## src/hdl/assert_macros.svh

```systemverilog
// Assertion macros for the RTL of the scheduler block, used by its top-level file.
`ifndef ASSERT_MACROS_SVH
`define ASSERT_MACROS_SVH
`ifndef SYNTHESIS
// Same-cycle implication, checked at every rising clock edge outside reset.
`define ASSERT_IMPLIES(label, clk, rst_n, a, b) \
    label: assert property (@(posedge clk) disable iff (!rst_n) (a) |-> (b)) \
        else $error("assertion failed: same-cycle implication");
// Next-cycle implication, checked at every rising clock edge outside reset.
`define ASSERT_NEXT(label, clk, rst_n, a, b) \
    label: assert property (@(posedge clk) disable iff (!rst_n) (a) |=> (b)) \
        else $error("assertion failed: next-cycle implication");
`else
`define ASSERT_IMPLIES(label, clk, rst_n, a, b)
`define ASSERT_NEXT(label, clk, rst_n, a, b)
`endif
`endif

```

## src/hdl/sjf_pkg.sv

```systemverilog
// Types and constants shared by the shortest-remaining-time scheduler files.
package sjf_pkg;

    localparam int TIME_W = 16;
    localparam int SUM_W  = 24;
    localparam int JOB_W  = 4;
    localparam logic [SUM_W-1:0] SUM_MAX = {SUM_W{1'b1}};

    typedef enum logic [1:0] {
        ACT_LOAD  = 2'd0,
        ACT_TICK  = 2'd1,
        ACT_CLEAR = 2'd2,
        ACT_NONE  = 2'd3
    } action_t;

    typedef enum logic [1:0] {
        ST_IDLE,
        ST_SCAN,
        ST_FIN
    } state_t;

    // One table entry; remaining time sits in the low bits.
    typedef struct packed {
        logic [TIME_W-1:0] arrival;
        logic [TIME_W-1:0] burst;
        logic [TIME_W-1:0] remaining;
    } job_t;

    // Result of one tick; the first field listed here lands in the highest bits.
    typedef struct packed {
        logic              all_done;
        logic [SUM_W-1:0]  total_waiting;
        logic [SUM_W-1:0]  total_turnaround;
        logic [TIME_W-1:0] waiting;
        logic [TIME_W-1:0] turnaround;
        logic [TIME_W-1:0] finish_time;
        logic              job_finished;
        logic [JOB_W-1:0]  running_job;
        logic              idle;
        logic [TIME_W-1:0] tick_time;
    } result_t;

endpackage

```

## src/hdl/sjf_ram.sv

```systemverilog
// Generic single-write, single-read synchronous RAM with registered read data.
module sjf_ram #(
    parameter int WIDTH = 48,
    parameter int DEPTH = 16
) (
    input  logic                     aclk,
    input  logic                     we,
    input  logic [$clog2(DEPTH)-1:0] waddr,
    input  logic [WIDTH-1:0]         wdata,
    input  logic                     re,
    input  logic [$clog2(DEPTH)-1:0] raddr,
    output logic [WIDTH-1:0]         rdata
);

    logic [WIDTH-1:0] mem_reg [DEPTH];
    logic [WIDTH-1:0] rdata_reg;

    always_ff @(posedge aclk) begin
        if (we) begin
            mem_reg[waddr] <= wdata;
        end
        if (re) begin
            rdata_reg <= mem_reg[raddr];
        end
    end

    assign rdata = rdata_reg;

endmodule

```

## src/hdl/sjf_sched.sv

```systemverilog
// Scheduler core: job table in RAM, sequencer for load, clear and tick scans.
module sjf_sched import sjf_pkg::*; #(
    parameter int MAX_JOBS = 16
) (
    input  logic                aclk,
    input  logic                aresetn,
    input  logic                in_valid,
    output logic                in_ready,
    input  action_t             in_action,
    input  logic [TIME_W-1:0]   in_arrival,
    input  logic [TIME_W-1:0]   in_burst,
    output logic                res_valid,
    input  logic                res_ready,
    output result_t             res
);

    localparam int IDX_W = $clog2(MAX_JOBS);
    localparam int CNT_W = $clog2(MAX_JOBS + 1);
    localparam logic [CNT_W-1:0] CNT_MAX = CNT_W'(MAX_JOBS);

    state_t state_reg, state_next;

    logic [CNT_W-1:0]  job_count_reg, job_count_next;
    logic [CNT_W-1:0]  fin_count_reg, fin_count_next;
    logic [TIME_W-1:0] now_reg, now_next;
    logic [SUM_W-1:0]  sum_tat_reg, sum_tat_next;
    logic [SUM_W-1:0]  sum_wt_reg, sum_wt_next;
    logic [CNT_W-1:0]  scan_reg, scan_next;
    logic              pend_reg, pend_next;
    logic [IDX_W-1:0]  pend_idx_reg;
    logic              found_reg, found_next;
    logic [IDX_W-1:0]  best_idx_reg, best_idx_next;
    logic [TIME_W-1:0] best_arr_reg, best_arr_next;
    logic [TIME_W-1:0] best_bur_reg, best_bur_next;
    logic [TIME_W-1:0] best_rem_reg, best_rem_next;

    logic              accept;
    logic              issue;
    logic              ram_we;
    logic [IDX_W-1:0]  ram_waddr;
    job_t              ram_wdata;
    job_t              ram_rdata;
    logic              candidate;
    logic              finish_write;

    logic [TIME_W-1:0] new_rem;
    logic              done;
    logic [TIME_W-1:0] fin_time;
    logic [TIME_W-1:0] tat;
    logic [TIME_W-1:0] wt;
    logic [SUM_W:0]    tat_add;
    logic [SUM_W:0]    wt_add;
    logic [SUM_W-1:0]  tat_sat;
    logic [SUM_W-1:0]  wt_sat;

    sjf_ram #(
        .WIDTH ($bits(job_t)),
        .DEPTH (MAX_JOBS)
    ) u_table (
        .aclk  (aclk),
        .we    (ram_we),
        .waddr (ram_waddr),
        .wdata (ram_wdata),
        .re    (issue),
        .raddr (scan_reg[IDX_W-1:0]),
        .rdata (ram_rdata)
    );

    assign accept = in_valid && in_ready;

    // Next state.
    always_comb begin
        state_next = state_reg;
        unique case (state_reg)
            ST_IDLE: begin
                if (accept && in_action == ACT_TICK) begin
                    state_next = ST_SCAN;
                end
            end
            ST_SCAN: begin
                if (!issue && !pend_reg) begin
                    state_next = ST_FIN;
                end
            end
            ST_FIN: begin
                if (res_ready) begin
                    state_next = ST_IDLE;
                end
            end
            default: state_next = ST_IDLE;
        endcase
    end

    // State outputs.
    always_comb begin
        in_ready  = 1'b0;
        issue     = 1'b0;
        res_valid = 1'b0;
        unique case (state_reg)
            ST_IDLE: in_ready  = 1'b1;
            ST_SCAN: issue     = (scan_reg != job_count_reg);
            ST_FIN:  res_valid = 1'b1;
            default: in_ready  = 1'b0;
        endcase
    end

    // Result arithmetic for the job chosen by the scan.
    always_comb begin
        new_rem  = best_rem_reg - 1'b1;
        done     = found_reg && (new_rem == '0);
        fin_time = now_reg + 1'b1;
        tat      = fin_time - best_arr_reg;
        wt       = tat - best_bur_reg;
        tat_add  = {1'b0, sum_tat_reg} + (SUM_W + 1)'(tat);
        wt_add   = {1'b0, sum_wt_reg} + (SUM_W + 1)'(wt);
        tat_sat  = tat_add[SUM_W] ? SUM_MAX : tat_add[SUM_W-1:0];
        wt_sat   = wt_add[SUM_W] ? SUM_MAX : wt_add[SUM_W-1:0];
    end

    assign finish_write = res_valid && res_ready;

    // Table write port: loads from idle, write-back of the served job at the end of a tick.
    // Reads and writes never overlap because one item is worked on at a time.
    always_comb begin
        ram_we    = 1'b0;
        ram_waddr = job_count_reg[IDX_W-1:0];
        ram_wdata = '{arrival: in_arrival, burst: in_burst, remaining: in_burst};
        if (accept && in_action == ACT_LOAD && job_count_reg != CNT_MAX) begin
            ram_we = 1'b1;
        end else if (finish_write && found_reg) begin
            ram_we    = 1'b1;
            ram_waddr = best_idx_reg;
            ram_wdata = '{arrival: best_arr_reg, burst: best_bur_reg, remaining: new_rem};
        end
    end

    assign candidate = pend_reg && (ram_rdata.arrival <= now_reg)
                       && (ram_rdata.remaining != '0)
                       && (!found_reg || ram_rdata.remaining < best_rem_reg);

    always_comb begin
        job_count_next = job_count_reg;
        fin_count_next = fin_count_reg;
        now_next       = now_reg;
        sum_tat_next   = sum_tat_reg;
        sum_wt_next    = sum_wt_reg;
        scan_next      = scan_reg;
        pend_next      = issue;
        found_next     = found_reg;
        best_idx_next  = best_idx_reg;
        best_arr_next  = best_arr_reg;
        best_bur_next  = best_bur_reg;
        best_rem_next  = best_rem_reg;

        if (accept) begin
            unique case (in_action)
                ACT_LOAD: begin
                    if (job_count_reg != CNT_MAX) begin
                        job_count_next = job_count_reg + 1'b1;
                        if (in_burst == '0) begin
                            fin_count_next = fin_count_reg + 1'b1;
                        end
                    end
                end
                ACT_TICK: begin
                    scan_next  = '0;
                    found_next = 1'b0;
                end
                ACT_CLEAR: begin
                    job_count_next = '0;
                    fin_count_next = '0;
                    now_next       = '0;
                    sum_tat_next   = '0;
                    sum_wt_next    = '0;
                end
                ACT_NONE: begin
                    found_next = found_reg;
                end
            endcase
        end

        if (issue) begin
            scan_next = scan_reg + 1'b1;
        end

        if (candidate) begin
            found_next    = 1'b1;
            best_idx_next = pend_idx_reg;
            best_arr_next = ram_rdata.arrival;
            best_bur_next = ram_rdata.burst;
            best_rem_next = ram_rdata.remaining;
        end

        if (finish_write) begin
            now_next = fin_time;
            if (done) begin
                fin_count_next = fin_count_reg + 1'b1;
                sum_tat_next   = tat_sat;
                sum_wt_next    = wt_sat;
            end
        end
    end

    always_ff @(posedge aclk) begin
        if (!aresetn) begin
            state_reg     <= ST_IDLE;
            job_count_reg <= '0;
            fin_count_reg <= '0;
            now_reg       <= '0;
            sum_tat_reg   <= '0;
            sum_wt_reg    <= '0;
            scan_reg      <= '0;
            pend_reg      <= 1'b0;
            found_reg     <= 1'b0;
        end else begin
            state_reg     <= state_next;
            job_count_reg <= job_count_next;
            fin_count_reg <= fin_count_next;
            now_reg       <= now_next;
            sum_tat_reg   <= sum_tat_next;
            sum_wt_reg    <= sum_wt_next;
            scan_reg      <= scan_next;
            pend_reg      <= pend_next;
            found_reg     <= found_next;
        end
    end

    always_ff @(posedge aclk) begin
        pend_idx_reg <= scan_reg[IDX_W-1:0];
        best_idx_reg <= best_idx_next;
        best_arr_reg <= best_arr_next;
        best_bur_reg <= best_bur_next;
        best_rem_reg <= best_rem_next;
    end

    always_comb begin
        res.tick_time        = now_reg;
        res.idle             = !found_reg;
        res.running_job      = found_reg ? JOB_W'(best_idx_reg) : '0;
        res.job_finished     = done;
        res.finish_time      = done ? fin_time : '0;
        res.turnaround       = done ? tat : '0;
        res.waiting          = done ? wt : '0;
        res.total_turnaround = done ? tat_sat : sum_tat_reg;
        res.total_waiting    = done ? wt_sat : sum_wt_reg;
        res.all_done         = done ? ((fin_count_reg + 1'b1) == job_count_reg)
                                    : (fin_count_reg == job_count_reg);
    end

endmodule

```

## src/hdl/preemptive_sjf_tick_scheduler_top.sv

```systemverilog
// Load, clear and unused actions give no result transfer.
// A tick scans the loaded jobs from RAM, one read per cycle, and shows its result
// once the scan is through; the core takes no new input transfer until that result
// has been handed to the output register.
// Reset (aresetn low, synchronous) clears counts, time, totals and handshakes; table
// contents are left as they are and are only read after a load has written them.
module preemptive_sjf_tick_scheduler_top import sjf_pkg::*; #(
    parameter int MAX_JOBS = 16
) (
    input  logic         aclk,
    input  logic         aresetn,
    input  logic         s_tvalid,
    output logic         s_tready,
    input  logic [31:0]  s_tdata,   // arrival_time[15:0], burst_length[31:16]
    input  logic [1:0]   s_tuser,   // action[1:0]
    output logic         m_tvalid,
    input  logic         m_tready,
    // tick_time[15:0], idle[16], running_job[20:17], job_finished[21],
    // finish_time[37:22], turnaround[53:38], waiting[69:54],
    // total_turnaround[93:70], total_waiting[117:94], all_done[118], zero[119]
    output logic [119:0] m_tdata
);

    `include "assert_macros.svh"

    logic    res_valid;
    logic    res_ready;
    result_t res;

    logic    out_valid_reg, out_valid_next;
    result_t out_reg;

    // The core does the table work; it hands over a finished tick result once the
    // output register is empty or being emptied in the same cycle.
    sjf_sched #(
        .MAX_JOBS (MAX_JOBS)
    ) u_sched (
        .aclk       (aclk),
        .aresetn    (aresetn),
        .in_valid   (s_tvalid),
        .in_ready   (s_tready),
        .in_action  (action_t'(s_tuser)),
        .in_arrival (s_tdata[15:0]),
        .in_burst   (s_tdata[31:16]),
        .res_valid  (res_valid),
        .res_ready  (res_ready),
        .res        (res)
    );

    // Output register: it separates the result channel from the core, so the core
    // can take the next input transfer while a result still waits to be taken.
    assign res_ready = !out_valid_reg || m_tready;

    always_comb begin
        out_valid_next = out_valid_reg;
        if (res_valid && res_ready) begin
            out_valid_next = 1'b1;
        end else if (m_tready) begin
            out_valid_next = 1'b0;
        end
    end

    always_ff @(posedge aclk) begin
        if (!aresetn) begin
            out_valid_reg <= 1'b0;
        end else begin
            out_valid_reg <= out_valid_next;
        end
    end

    always_ff @(posedge aclk) begin
        if (res_valid && res_ready) begin
            out_reg <= res;
        end
    end

    assign m_tvalid = out_valid_reg;
    assign m_tdata  = {1'b0, out_reg};

    // The core never accepts input while it offers a tick result.
    `ASSERT_IMPLIES(a_no_accept_in_result, aclk, aresetn, s_tready, !res_valid)
    // An idle tick names no job and finishes none.
    `ASSERT_IMPLIES(a_idle_clean, aclk, aresetn, res_valid && res.idle,
        res.running_job == '0 && !res.job_finished)
    // A finishing job completes one tick after the tick it was served in.
    `ASSERT_IMPLIES(a_finish_time, aclk, aresetn, res_valid && res.job_finished,
        res.finish_time == TIME_W'(res.tick_time + 1'b1))
    // A result handed to an empty or draining output register shows up on the bus.
    `ASSERT_NEXT(a_result_shown, aclk, aresetn, res_valid && res_ready, m_tvalid)

endmodule

```

## config.mk

```make
export PLATFORM = sky130hd
export DESIGN_NAME = preemptive_sjf_tick_scheduler_top
export DESIGN_NICKNAME = d
export VERILOG_FILES = /design/src/hdl/sjf_pkg.sv /design/src/hdl/sjf_ram.sv /design/src/hdl/sjf_sched.sv /design/src/hdl/preemptive_sjf_tick_scheduler_top.sv
export VERILOG_INCLUDE_DIRS = /design/src /design/src/hdl
export SDC_FILE = /design/constraint.sdc
export NUM_CORES = 1
export LEC_CHECK = 0
export BUFFER_PORTS_ARGS = -buffer_cell sky130_fd_sc_hd__buf_2
export CORE_MARGIN = 2
export CORE_UTILIZATION = 60
export DETAILED_ROUTE_END_ITERATION = 8
export GPL_TIMING_DRIVEN = 0
export HOLD_SLACK_MARGIN = 0.03
export PLACE_DENSITY_LB_ADDON = 0.08
export SLEW_MARGIN = 40
export SYNTH_ARGS = -nofsm -noshare
export SYNTH_HDL_FRONTEND = slang
export SYNTH_SLANG_ARGS = --single-unit
```

## constraint.sdc

```tcl
create_clock -name aclk -period 20.8 [get_ports aclk]
set_input_delay 2.08 -clock aclk [delete_from_list [all_inputs] [get_ports aclk]]
set_output_delay 2.08 -clock aclk [all_outputs]
set_load 0.02 [all_outputs]
```

==> impl_metrics.toml <==
[routing]
vias_per_cell = 6.44
firstDrtPassIters = 6
num_vias = 26600
wl_per_cell_um = 29.8
drtIter0Drc = 3108
ant_nets = 0
routed_wl_mm = 123
drc = 0

[clock_network]
cts_sinks = 1075
htreeDepth = 3
post_cts_buffers = 0
cts_buffer_depth = 3
cts.reportedPaths.clkPinSlew_ns = 0.06
cts_buffers = 107
cts_tree = "built"
cts-root-buf = "clkbuf_16"
ctsHoldBuffers = 0
clk_latency_ns = 0.70
cts-resized-gates = 0

[setup_path]
startpoint_type = "flop"
crit_buf_inv = 4
crit_family = "simple AND/OR/NAND/NOR gates"
cp_data_required_time_ns = 21.26
end_kind = "flop"
arrival_ns = 9.11
crit_slowest_cell = "a31oi_1"
critical_path.max_stage_delay_ns = 0.63
r2r_start = "u_sched.now_reg[0]"
critPathMaxFanout = 10
worstSetupPathType = "flop to flop"
startpoint = "u_sched.now_reg[0]"

[global_route]
grt_pass1_wl_mm = 179
grt_max_degree = 48
gr-max-usage-layer = "met2"
grt_use_total = 0.322
grt_pass1_vias = 26800
antenna_found_initial = 1
use_met3 = 0.0544
grt-ovfl-total = 0
use_met2 = 0.531
met1_usage = 0.424

[sta]
max_freq_mhz = 116
skew_ns = 0.0628
fin_crit_sh = 0.416
setup_tns_ns = 0
rsz0062_at_grt = "no"
setup-violations-final = 0
hold_viol = 0
tightest_slew_ns = 0.924
max_slew_margin = 0.384
holdWs_ns = 0.360
min_period_ns = 8.65
drv_slew = 0

[floorplan]
fp.dieH_um = 279
initial_utilization = 0.606
fp.dieArea_um2 = 77600
fp.dieW_um = 279
core-area_um2 = 74600
ios = 160
fp-row-count = 100

[synthesis]
avgSynthCellArea_um2 = 16.6
yosysSeqAreaShare = 0.694
synth-warning-count = 0
ys_types = 83
synth-simple-area-share = 0.0610
synth_mux_area_frac = 0.122
ys.flop_type = "edfxtp_1"
synth_nets = 2869
synth-seq-cells = 1075
synth_xor_area_frac = 0.0175
syn-cell-area_um2 = 45200
synthArstFlopShare = 0
synthCells = 2727
synthAdderAreaFrac = 0.0294
synth-compound-area-share = 0.0561
synth-edff-count = 987
synth_top_family_by_area = "multiplexers"

[power_and_ir_drop]
p_leak_nw = 17.9
peakVddDrop_v = 0.0000812
p_per_area_nw_per_um2 = 82.3

[layout]
nets = 3222
largest_register_ffs = 768
antennaDiodeCount = 0
multi_input_area_um2 = 13300
fin_area_um2 = 52800
drive_gt1_frac = 0.247
areaGrowthSynthToFinish_pct = 16.7
fill_cells = 4629
regArea_um2 = 31400

[placed_design]
dpl-instance-area_um2 = 49200
gp_congestion = 0.940
port-buffer-count = 156
dp_hpwl_mm = 85.6

[run_status]
outcome = "completed"

[min_path]
hold_path.startpoint = "u_sched.scan_reg[2]"
hp-class = "flop to flop"

[flow_run]
cap_violations = 0
-- synth_stat cells, types with 40 or more instances --
| library cell | n | area share |
|---|---|---|
| clkbuf_1 | 88 | 0.0073 |
| mux4_2 | 240 | 0.12 |
| inv_1 | 106 | 0.0088 |
| edfxtp_1 | 987 | 0.66 |
| nand2_1 | 135 | 0.011 |
| dfxtp_1 | 88 | 0.039 |
| and2_1 | 49 | 0.0068 |
| o21ai_0 | 120 | 0.013 |
| nand3_1 | 43 | 0.0048 |
| ha_1 | 100 | 0.028 |
| a21oi_1 | 83 | 0.0092 |
| nor2_1 | 175 | 0.015 |
| xnor2_1 | 69 | 0.013 |
| a31oi_1 | 40 | 0.0055 |
| nor3_1 | 45 | 0.0050 |
-- report_power, final --
part	switching (mW)	internal (mW)
logic	0.0592	0.0221
clock network	0.824	1.08
registers	0.00236	2.36
-- final timing paths --
path | end | slack (ns) | cells past startpoint
hold reg to reg | u_sched.pend_idx_reg[2] | 0.36 | 0
hold / removal | u_sched.pend_idx_reg[2] | 0.36 | 0
setup reg to reg | m_tdata[97] | 12.15 | 29
setup / recovery | m_tdata[97] | 12.15 | 29
-- through the flow --
step	setup WS, ns	power (mW)	cells	util
4_1_cts	12.25	4.36	4138	0.706
3_5_place_dp	12.31	2.49	3939	0.660
6_report	12.15	4.34	4139	0.708
5_1_grt	11.47	4.44	4139	0.708
3_3_place_gp	3.82	2.48	3852	0.633
2_1_floorplan	10.05	2.45	2727	-
-- cell usage in the layout, fill, tap and decap left out, types with 40 or more instances in the layout --
cell type and count:
and2_1 49, clkbuf_1 94, inv_1 105, clkbuf_16 107, xnor2_1 63, o21ai_2 43, nand2_1 135, o21ai_0 77
edfxtp_1 987, dfxtp_1 88, mux4_2 240, buf_16 40, ha_1 100, nand3_1 43, nor3_1 45, nor2_1 158
buf_2 185, a21oi_1 80
-- cells by family after synthesis --
group           after synthesis
flops                      1075
simple gates                572
compound gates              406
mux                         250
buf+inv                     230
fa+ha+maj                   104
xor+xnor                     89
other cells                   1
-- layout make-up --
type,instances,area share
flip-flops and latches,1075,0.595
multi-input cells,1422,0.253
clock buffers,138,0.0529
repair buffers,244,0.0464
well taps,969,0.0230
clock inverters,61,0.0123
plain buffers,123,0.0101
inverters,107,0.00771
-- per-layer routing --
| layer | share of wire | wire length [um] |
|---|---|---|
| met1 | 0.38 | 47300 |
| met2 | 0.49 | 60600 |
| met3 | 0.078 | 9600 |
| met4 | 0.046 | 5700 |
| met5 | 0.00011 | 13 |
No activity file was read; power rests on OpenSTA's default activity.
